[config.mk]
export PLATFORM = sky130hd
export DESIGN_NAME = cleaning_robot_navigation_fsm_core_flat
export DESIGN_NICKNAME = d
export VERILOG_FILES = /design/src/sv/crnav_pkg.sv /design/src/sv/crnav_if.sv /design/src/sv/crnav_step.sv /design/src/sv/cleaning_robot_navigation_fsm_core.sv /design/src/flat_wrapper.sv
export VERILOG_INCLUDE_DIRS = /design/src /design/src/sv
export SDC_FILE = /design/constraint.sdc
export NUM_CORES = 1
export LEC_CHECK = 0
export BUFFER_PORTS_ARGS = -buffer_cell sky130_fd_sc_hd__buf_2
export CORE_MARGIN = 2
export CORE_UTILIZATION = 40
export CTS_BUF_LIST = sky130_fd_sc_hd__clkbuf_8 sky130_fd_sc_hd__clkbuf_16
export CTS_CLUSTER_SIZE = 40
export DETAILED_ROUTE_END_ITERATION = 8
export PLACE_DENSITY_LB_ADDON = 0.3
export SYNTH_ARGS = -nofsm -noshare
export SYNTH_HDL_FRONTEND = slang
export SYNTH_SLANG_ARGS = --single-unit
export TNS_END_PERCENT = 1
[constraint.sdc]
create_clock -name clk -period 3.8 [get_ports clk]
set_input_delay 0.76 -clock clk [delete_from_list [all_inputs] [get_ports clk]]
set_output_delay 0.76 -clock clk [all_outputs]
set_load 0.1 [all_outputs]
[src/sv/cleaning_robot_navigation_fsm_core_macros.svh]
`ifndef CLEANING_ROBOT_NAVIGATION_FSM_CORE_MACROS_SVH
`define CLEANING_ROBOT_NAVIGATION_FSM_CORE_MACROS_SVH

// same-cycle implication, checked on every rising edge outside reset
`define CRNAV_ASSERT_NOW(label, ante, cons) \
  label: assert property (@(posedge clk) disable iff (rst) (ante) |-> (cons)) \
    else $error("navigation core check failed");

// next-cycle implication
`define CRNAV_ASSERT_NEXT(label, ante, cons) \
  label: assert property (@(posedge clk) disable iff (rst) (ante) |=> (cons)) \
    else $error("navigation core check failed");

`endif

[src/sv/crnav_pkg.sv]
`default_nettype none

package crnav_pkg;

  localparam int SPIN_W = 4;
  localparam logic [SPIN_W-1:0] SPIN_RESET = SPIN_W'(2);

  typedef enum logic [1:0] {
    CMD_TICK  = 2'd0,
    CMD_START = 2'd1,
    CMD_STOP  = 2'd2,
    CMD_NONE  = 2'd3
  } cmd_t;

  typedef enum logic [2:0] {
    MODE_IDLE   = 3'd0,
    MODE_CLEAN  = 3'd1,
    MODE_AVOID  = 3'd2,
    MODE_PROBE  = 3'd3,
    MODE_ALIGN  = 3'd4,
    MODE_ESCAPE = 3'd5,
    MODE_SPIN   = 3'd6,
    MODE_LEAVE  = 3'd7
  } mode_t;

  typedef enum logic [1:0] {
    PROBE_NONE    = 2'd0,
    PROBE_CHECK   = 2'd1,
    PROBE_BLOCKED = 2'd2,
    PROBE_OPEN    = 2'd3
  } probe_t;

  typedef enum logic [2:0] {
    MOVE_STOP  = 3'd0,
    MOVE_FWD   = 3'd1,
    MOVE_BACK  = 3'd2,
    MOVE_LEFT  = 3'd3,
    MOVE_RIGHT = 3'd4
  } motion_t;

  typedef enum logic [3:0] {
    REASON_IDLE          = 4'd0,
    REASON_SPIN          = 4'd1,
    REASON_LEAVE_STOP    = 4'd2,
    REASON_LEAVE_ESCAPE  = 4'd3,
    REASON_LEAVE_LEFT    = 4'd4,
    REASON_LEAVE_PROBE   = 4'd5,
    REASON_PROBE_BLOCKED = 4'd6,
    REASON_PROBE_OPEN    = 4'd7,
    REASON_ALIGN_STOP    = 4'd8,
    REASON_ALIGN_BACK    = 4'd9,
    REASON_ESCAPE_LEFT   = 4'd10,
    REASON_ESCAPE_PROBE  = 4'd11,
    REASON_CLEAR_FWD     = 4'd12,
    REASON_BLOCKED_LEFT  = 4'd13,
    REASON_BLOCKED_PROBE = 4'd14
  } reason_t;

  typedef struct packed {
    logic front;
    logic left;
    logic rear;
    logic dust;
  } sensors_t;

  typedef struct packed {
    mode_t             mode;
    probe_t            probe;
    logic              fwd;
    logic [SPIN_W-1:0] spin_left;
  } nav_state_t;

  typedef struct packed {
    motion_t motion;
    reason_t reason;
    mode_t   mode;
    probe_t  probe;
    logic    fwd;
  } nav_result_t;

endpackage

`default_nettype wire

[src/sv/crnav_if.sv]
`default_nettype none

interface crnav_in_if;
  logic       valid;
  logic       ready;
  logic [1:0] cmd;
  logic       front_obstacle;
  logic       left_obstacle;
  logic       rear_obstacle;
  logic       dust_detected;

  modport source (
    output valid, cmd, front_obstacle, left_obstacle, rear_obstacle, dust_detected,
    input  ready
  );
  modport sink (
    input  valid, cmd, front_obstacle, left_obstacle, rear_obstacle, dust_detected,
    output ready
  );
endinterface

interface crnav_out_if;
  logic       valid;
  logic       ready;
  logic [2:0] motion;
  logic [3:0] reason_code;
  logic [2:0] mode;
  logic [1:0] probe_status;
  logic       heading_forward;

  modport source (
    output valid, motion, reason_code, mode, probe_status, heading_forward,
    input  ready
  );
  modport sink (
    input  valid, motion, reason_code, mode, probe_status, heading_forward,
    output ready
  );
endinterface

`default_nettype wire

[src/sv/crnav_step.sv]
`default_nettype none

module crnav_step import crnav_pkg::*; (
  input  wire cmd_t              cmd,
  input  wire sensors_t          sens,
  input  wire nav_state_t        state,
  input  wire logic [SPIN_W-1:0] spin_count,
  output nav_state_t             state_next,
  output nav_result_t            res,
  output logic                   has_result
);

  mode_t   m;
  motion_t mv;
  reason_t why;

  always_comb begin
    state_next = state;
    has_result = 1'b0;
    mv         = MOVE_STOP;
    why        = REASON_IDLE;
    m          = state.mode;
    unique case (cmd)
      CMD_START: begin
        state_next = '{mode: MODE_CLEAN, probe: PROBE_NONE, fwd: 1'b1, spin_left: '0};
      end
      CMD_STOP: begin
        state_next = '{mode: MODE_IDLE, probe: PROBE_NONE, fwd: 1'b1, spin_left: '0};
      end
      CMD_TICK: begin
        has_result = 1'b1;
        if (state.mode != MODE_IDLE) begin
          // spin finished: leave the dust cell this tick
          if (state.mode == MODE_SPIN && state.spin_left == '0) begin
            m = MODE_LEAVE;
          end
          state_next.mode = m;
          if (m == MODE_SPIN) begin
            state_next.spin_left = state.spin_left - SPIN_W'(1);
            mv  = MOVE_RIGHT;
            why = REASON_SPIN;
          end else if (m == MODE_LEAVE) begin
            if (state.fwd) begin
              state_next.mode  = MODE_ESCAPE;
              state_next.probe = PROBE_BLOCKED;
              mv  = sens.rear ? MOVE_STOP : MOVE_BACK;
              why = sens.rear ? REASON_LEAVE_STOP : REASON_LEAVE_ESCAPE;
            end else if (sens.front && !sens.left) begin
              state_next.mode  = MODE_AVOID;
              state_next.probe = PROBE_NONE;
              mv  = MOVE_LEFT;
              why = REASON_LEAVE_LEFT;
            end else if (sens.front) begin
              state_next.mode  = MODE_PROBE;
              state_next.probe = PROBE_CHECK;
              mv  = MOVE_RIGHT;
              why = REASON_LEAVE_PROBE;
            end else begin
              state_next.mode  = MODE_CLEAN;
              state_next.probe = PROBE_NONE;
              mv  = MOVE_FWD;
              why = REASON_LEAVE_ESCAPE;
            end
          end else if (sens.dust) begin
            state_next.mode      = MODE_SPIN;
            state_next.spin_left = (spin_count == '0) ? '0 : spin_count - SPIN_W'(1);
            mv  = MOVE_RIGHT;
            why = REASON_SPIN;
          end else if (m == MODE_PROBE) begin
            if (sens.front) begin
              state_next.mode  = MODE_ALIGN;
              state_next.probe = PROBE_BLOCKED;
              mv  = MOVE_LEFT;
              why = REASON_PROBE_BLOCKED;
            end else begin
              state_next.mode  = MODE_CLEAN;
              state_next.probe = PROBE_OPEN;
              state_next.fwd   = 1'b1;
              mv  = MOVE_FWD;
              why = REASON_PROBE_OPEN;
            end
          end else if (m == MODE_ALIGN) begin
            state_next.mode  = MODE_ESCAPE;
            state_next.probe = PROBE_BLOCKED;
            state_next.fwd   = 1'b0;
            mv  = sens.rear ? MOVE_STOP : MOVE_BACK;
            why = sens.rear ? REASON_ALIGN_STOP : REASON_ALIGN_BACK;
          end else if (m == MODE_ESCAPE) begin
            if (!sens.left) begin
              state_next.mode  = MODE_AVOID;
              state_next.probe = PROBE_NONE;
              mv  = MOVE_LEFT;
              why = REASON_ESCAPE_LEFT;
            end else begin
              state_next.mode  = MODE_PROBE;
              state_next.probe = PROBE_CHECK;
              mv  = MOVE_RIGHT;
              why = REASON_ESCAPE_PROBE;
            end
          end else if (!sens.front) begin
            state_next.mode  = MODE_CLEAN;
            state_next.probe = PROBE_NONE;
            state_next.fwd   = 1'b1;
            mv  = MOVE_FWD;
            why = REASON_CLEAR_FWD;
          end else if (!sens.left) begin
            state_next.mode  = MODE_AVOID;
            state_next.probe = PROBE_NONE;
            mv  = MOVE_LEFT;
            why = REASON_BLOCKED_LEFT;
          end else begin
            state_next.mode  = MODE_PROBE;
            state_next.probe = PROBE_CHECK;
            mv  = MOVE_RIGHT;
            why = REASON_BLOCKED_PROBE;
          end
        end
      end
      default: begin
        // unknown command word: ignored
        state_next = state;
      end
    endcase
    res = '{motion: mv, reason: why, mode: state_next.mode,
            probe: state_next.probe, fwd: state_next.fwd};
  end

endmodule

`default_nettype wire

[src/sv/cleaning_robot_navigation_fsm_core.sv]
// Reactive navigation controller for a cleaning robot.
// in_ch carries one command word: a sensor tick (front, left, rear obstacle
// and dust flags), start or stop. out_ch carries one result word per tick:
// motion, reason code, mode, probe status and heading flag after the tick.
// Start and stop change state only; they and unknown commands give no result.
// cfg_we / cfg_data write the spin tick count (ticks of right turning after
// dust); write it only while no command is in flight.
// A word accepted from in_ch is registered in the input register, decided there,
// and its result is registered in the result register before it shows on out_ch.
// Throughput: one word per cycle while out_ch does not stall; the mode
// update is a single short decision between the input and result registers.
// When the receiver stalls, the result register holds its word; the input
// register still takes a non-tick command, and a further tick waits there,
// so in_ch.ready drops only with both registers full.
// Reset (rst, synchronous): mode idle, probe none, heading forward,
// spin counter zero, spin tick count 2, both registers empty.
`default_nettype none

module cleaning_robot_navigation_fsm_core import crnav_pkg::*; (
  input  wire                    clk,
  input  wire                    rst,
  input  wire                    cfg_we,
  input  wire logic [SPIN_W-1:0] cfg_data,
  crnav_in_if.sink               in_ch,
  crnav_out_if.source            out_ch
);

  `include "cleaning_robot_navigation_fsm_core_macros.svh"

  logic [SPIN_W-1:0] spin_count_q;
  logic              s1_valid;
  cmd_t              s1_cmd;
  sensors_t          s1_sens;
  nav_state_t        state;
  nav_state_t        state_next;
  nav_result_t       res;
  nav_result_t       out_res;
  logic              has_result;
  logic              out_valid;
  logic              advance;

  // input word leaves stage one if it gives no result or its result can go out
  assign advance     = s1_valid && (!has_result || !out_valid || out_ch.ready);
  assign in_ch.ready = !s1_valid || advance;

  crnav_step u_step (
    .cmd        (s1_cmd),
    .sens       (s1_sens),
    .state      (state),
    .spin_count (spin_count_q),
    .state_next (state_next),
    .res        (res),
    .has_result (has_result)
  );

  always_ff @(posedge clk) begin
    if (rst) begin
      spin_count_q <= SPIN_RESET;
      s1_valid     <= 1'b0;
      out_valid    <= 1'b0;
      state        <= '{mode: MODE_IDLE, probe: PROBE_NONE, fwd: 1'b1, spin_left: '0};
    end else begin
      if (cfg_we) begin
        spin_count_q <= cfg_data;
      end
      if (in_ch.valid && in_ch.ready) begin
        s1_valid <= 1'b1;
      end else if (advance) begin
        s1_valid <= 1'b0;
      end
      if (advance) begin
        state <= state_next;
      end
      if (advance && has_result) begin
        out_valid <= 1'b1;
      end else if (out_ch.ready) begin
        out_valid <= 1'b0;
      end
    end
  end

  always_ff @(posedge clk) begin
    if (in_ch.valid && in_ch.ready) begin
      s1_cmd  <= cmd_t'(in_ch.cmd);
      s1_sens <= '{front: in_ch.front_obstacle, left: in_ch.left_obstacle,
                   rear: in_ch.rear_obstacle, dust: in_ch.dust_detected};
    end
    if (advance && has_result) begin
      out_res <= res;
    end
  end

  assign out_ch.valid           = out_valid;
  assign out_ch.motion          = out_res.motion;
  assign out_ch.reason_code     = out_res.reason;
  assign out_ch.mode            = out_res.mode;
  assign out_ch.probe_status    = out_res.probe;
  assign out_ch.heading_forward = out_res.fwd;

  `CRNAV_ASSERT_NOW(a_no_leave_shown, out_valid, out_res.mode != MODE_LEAVE)
  `CRNAV_ASSERT_NOW(a_idle_is_home, state.mode == MODE_IDLE,
                    state.probe == PROBE_NONE && state.fwd && state.spin_left == '0)
  `CRNAV_ASSERT_NEXT(a_tick_gives_word, advance && s1_cmd == CMD_TICK, out_valid)
  `CRNAV_ASSERT_NEXT(a_cmd_gives_none, advance && s1_cmd != CMD_TICK,
                     out_valid == $past(out_valid && !out_ch.ready))

endmodule

`default_nettype wire
[src/flat_wrapper.sv]
// flat-port wrapper written by rule: the top's interface ports become plain ports
module cleaning_robot_navigation_fsm_core_flat import crnav_pkg::*;
  (clk, rst, cfg_we, cfg_data, in_ch_valid, in_ch_cmd, in_ch_front_obstacle, in_ch_left_obstacle, in_ch_rear_obstacle, in_ch_dust_detected, in_ch_ready, out_ch_valid, out_ch_motion, out_ch_reason_code, out_ch_mode, out_ch_probe_status, out_ch_heading_forward, out_ch_ready);
  crnav_in_if in_ch_i ();
  crnav_out_if out_ch_i ();
  input  wire clk;
  input  wire rst;
  input  wire cfg_we;
  input  wire logic [SPIN_W-1:0] cfg_data;
  input wire logic [$bits(in_ch_i.valid)-1:0] in_ch_valid;
  input wire logic [$bits(in_ch_i.cmd)-1:0] in_ch_cmd;
  input wire logic [$bits(in_ch_i.front_obstacle)-1:0] in_ch_front_obstacle;
  input wire logic [$bits(in_ch_i.left_obstacle)-1:0] in_ch_left_obstacle;
  input wire logic [$bits(in_ch_i.rear_obstacle)-1:0] in_ch_rear_obstacle;
  input wire logic [$bits(in_ch_i.dust_detected)-1:0] in_ch_dust_detected;
  output wire logic [$bits(in_ch_i.ready)-1:0] in_ch_ready;
  output wire logic [$bits(out_ch_i.valid)-1:0] out_ch_valid;
  output wire logic [$bits(out_ch_i.motion)-1:0] out_ch_motion;
  output wire logic [$bits(out_ch_i.reason_code)-1:0] out_ch_reason_code;
  output wire logic [$bits(out_ch_i.mode)-1:0] out_ch_mode;
  output wire logic [$bits(out_ch_i.probe_status)-1:0] out_ch_probe_status;
  output wire logic [$bits(out_ch_i.heading_forward)-1:0] out_ch_heading_forward;
  input wire logic [$bits(out_ch_i.ready)-1:0] out_ch_ready;
  assign in_ch_i.valid = in_ch_valid;
  assign in_ch_i.cmd = in_ch_cmd;
  assign in_ch_i.front_obstacle = in_ch_front_obstacle;
  assign in_ch_i.left_obstacle = in_ch_left_obstacle;
  assign in_ch_i.rear_obstacle = in_ch_rear_obstacle;
  assign in_ch_i.dust_detected = in_ch_dust_detected;
  assign in_ch_ready = in_ch_i.ready;
  assign out_ch_valid = out_ch_i.valid;
  assign out_ch_motion = out_ch_i.motion;
  assign out_ch_reason_code = out_ch_i.reason_code;
  assign out_ch_mode = out_ch_i.mode;
  assign out_ch_probe_status = out_ch_i.probe_status;
  assign out_ch_heading_forward = out_ch_i.heading_forward;
  assign out_ch_i.ready = out_ch_ready;
  cleaning_robot_navigation_fsm_core u_core (.clk(clk), .rst(rst), .cfg_we(cfg_we), .cfg_data(cfg_data), .in_ch(in_ch_i), .out_ch(out_ch_i));
endmodule
==> results.yml <==
pwr:
  internal-power_uw: 565
  power.density_mw_per_mm2: 336
  vdd_drop_max_mv: 0.210
  power_frac_clock_pct: 32.9
  p_sw_share_pct: 26.9
  power.leakage_uw: 0.000888
  p_seq_share_pct: 55.2
  p_switching_uw: 208
  combPwrFrac_pct: 11.9
clock_tree:
  cts.hold.buffers_added: 0
  clockRootBuffer: "clkbuf_8"
  cts_setup_buffers: 0
  cts.clk_slew.worst_paths_ps: 70
  cts_resized: 0
  clock_sinks: 35
  clk_path_buf_depth: 2
  clk_latency_ps: 290
  ctsHtreeMaxLevel: 2
  cts_tree: "done"
  cts_buffers: 5
sta:
  fin_crit_sh_pct: 62.9
  finalSetupViolCount: 0
  tightest_slew_ps: 698
  fin_ws_ps: 1410
  fin_crit_ps: 2390
  hold_viol: 0
  rsz0062_at_grt: "no"
  maxSlewViolCount: 0
  setup_tns_ps: 0
  slew_headroom_pct: 53.4
  fin_skew_ps: 6.27
  fmax_mhz: 419
floorplan:
  fp-row-count: 26
  die_area_mm2: 0.00579
  core_mm2: 0.00507
  initial_core_util_pct: 40.9
  dieWidth_um: 76.1
  io_pins: 30
  chipHeight_um: 76.1
setup_path:
  worstSetupPathType: "reg2out"
  crit_path_max_fanout: 9
  critPathTopFamily: "flip-flops"
  required_ps: 3040
  reg2regPathDepth: 5
  end_kind: "output pin"
  crit_chain: "nor4b_2 -> nand2_1 -> buf_2"
  critPathArrivalTime_ps: 1630
  startpoint_type: "register"
  reg2reg_slack_ps: 1600
  critPathBufInv: 1
  r2r_start: "u_core.state[8]"
  cp_slowest_cell: "edfxtp_1"
  r2r-end: "u_core.out_ch.probe_status[0]"
  cpPeakStageDelay_ps: 520
finish:
  fillers: 505
  diodes: 0
  layout-drive-gt1-share_pct: 18.0
  area_delta_synth_final_pct: 10.8
  final_net_count: 268
detailed_routing:
  met2_length_um: 2050
  ant_nets: 0
  drc: 0
  dr_total_vias: 1852
  highest_layer: "met4"
  wl_per_cell_um: 14.9
  drtIter0Drc: 178
  vias_per_cell: 5.79
  drt-pass1-iter-count: 7
  wirelength_um: 4770
  met1Wirelength_um: 2250
  route.met3.wl_um: 386
global_routing:
  grt_antenna_before_repair: 0
  grt_usage_pct: 17.6
  grt_overflow_total: 0
  grt_pass1_vias: 1686
  grt_max_degree: 24
  grt_pass1_wl_um: 8240
yosys:
  synth_top_cells_by_count: "a21oi_1 (24), edfxtp_1 (19), nor2_1 (19), dfxtp_1 (16), nand2_1 (16)"
  netlist_area_mm2: 0.00208
  synth_most_common_cell: "a21oi_1"
  synth_edf_count: 19
  ys_ff_latch: 35
  synthTopCellsByArea: "edfxtp_1 (27%), dfxtp_1 (15%), a21oi_1 (5.8%), nor2_1 (3.4%), o21ai_0 (3.1%)"
  syn_nets: 247
  synth_cells: 228
  synthFlopType: "edfxtp_1"
  synth_seq_area_share_pct: 42.9
  synth_warnings: 0
  yosys.area.top_type_share_pct: 27.5
  syn_avg_cell_area_um2: 9.11
  synthArstFlopShare_pct: 0
  ys_types: 57
  yosysTopAreaCell: "edfxtp_1"
min_path:
  holdPathEnd: "u_core.state[5]"
  min_path_type: "reg2reg"
  hold_start: "u_core.state[5]"
  whs_path_depth: 2
placed_design:
  gp_congestion: 0.855
  io_buffers: 29
  hpwl_um: 3370
  dp_worst_setup_slack_ps: 1460
run:
  maxCapViolations: 0
run_status:
  outcome: "finished, final reports clean"
[cells by family (layout without fill, tap and decap cells)]
group	after synthesis	count (layout)	synth area share, %
adders and majority gates	5	5	2.89
and+or+nand+nor	70	70	17.5
DFF	35	35	42.9
buffers and inverters	28	50	6.63
AOI/OAI and AO/OA	82	82	26.3
xor gates and xnor gates	3	3	1.27
muxes	5	5	2.47
[registers in the layout, summed over array words and instances, names as in the netlist]
register and cells:
u_core.state 10, u_core.s1_valid 1, u_core.out_ch.reason_code 4, u_core.out_ch.probe_status 2
u_core.out_ch.motion 3, u_core.s1_cmd 2, u_core.s1_sens 4, u_core.out_ch.mode 3
u_core.spin_count_q 4, u_core.out_ch.valid 1, u_core.out_ch.heading_forward 1
[per-stage QoR]
stage / total power [µW] / area, µm² / std cells / hold slack, ps / util (%)
2_1_floorplan: 504 / 2080 / 228 / 464 / -
3_3_place_gp: 525 / 2220 / 312 / 489 / 43.8
3_5_place_dp: 525 / 2220 / 312 / 492 / 43.8
4_1_cts: 775 / 2300 / 320 / 502 / 45.3
5_1_grt: 807 / 2300 / 320 / 541 / 45.3
6_report: 772 / 2300 / 320 / 513 / 45.3
[how the worst max path moves through the flow]
stage | startpoint | to | slack, ps | depth (start not counted)
after floorplan | u_core.out_ch.valid | in_ch_ready | 1090 | 2
after global placement | out_ch_ready | in_ch_ready | 1490 | 4
after detailed placement | out_ch_ready | in_ch_ready | 1460 | 4
after CTS | u_core.s1_cmd[1] | in_ch_ready | 1410 | 3
after global routing | u_core.s1_cmd[1] | in_ch_ready | 1310 | 3
final | u_core.s1_cmd[1] | in_ch_ready | 1410 | 3
[layout make-up]
| cell class | instances | area (µm²) | area share [%] |
|---|---|---|---|
| Multi-Input combinational cell | 165 | 1050 | 45.6 |
| Inverter | 13 | 48.8 | 2.12 |
| Tap cell | 70 | 87.6 | 3.81 |
| Sequential cell | 35 | 891 | 38.7 |
| Clock buffer | 5 | 68.8 | 2.99 |
| Timing Repair Buffer | 29 | 145 | 6.31 |
| Clock inverter | 3 | 11.3 | 0.489 |
[worst min-delay path, delay by kind of cell, from the launching register on]
family,cells,cell delay (ps)
AND/OR/NAND/NOR,1,70
AO/OA/AOI/OAI,1,50
flip-flops,1,340
[cells in the final DEF, fill, tap and decap left out, types with 5 or more instances in the layout]
cell	count
nor3_1	6
edfxtp_1	19
dfxtp_1	16
o22ai_1	6
o21ai_0	13
buf_2	29
nand3_1	6
nor2_1	19
nand2_1	16
a21oi_1	24
clkbuf_8	5
inv_1	13
[power groups by stage]
stage                     clock network [µW]  logic (µW)  registers, µW
after global routing                     275         103            429
after CTS                                258        91.5            426
final                                    254        92.0            427
after global placement                     0        91.0            434
after detailed placement                   0        91.0            434
after floorplan                            0        69.9            434
[layer usage]
layer,track usage (%),vias to the layer above
met4,7.64,0
met2,24.7,91
met5,0,-
met1,25.1,864
li1,-,886
met3,5.21,11
Note: power is estimated with default switching activity, not from simulation.
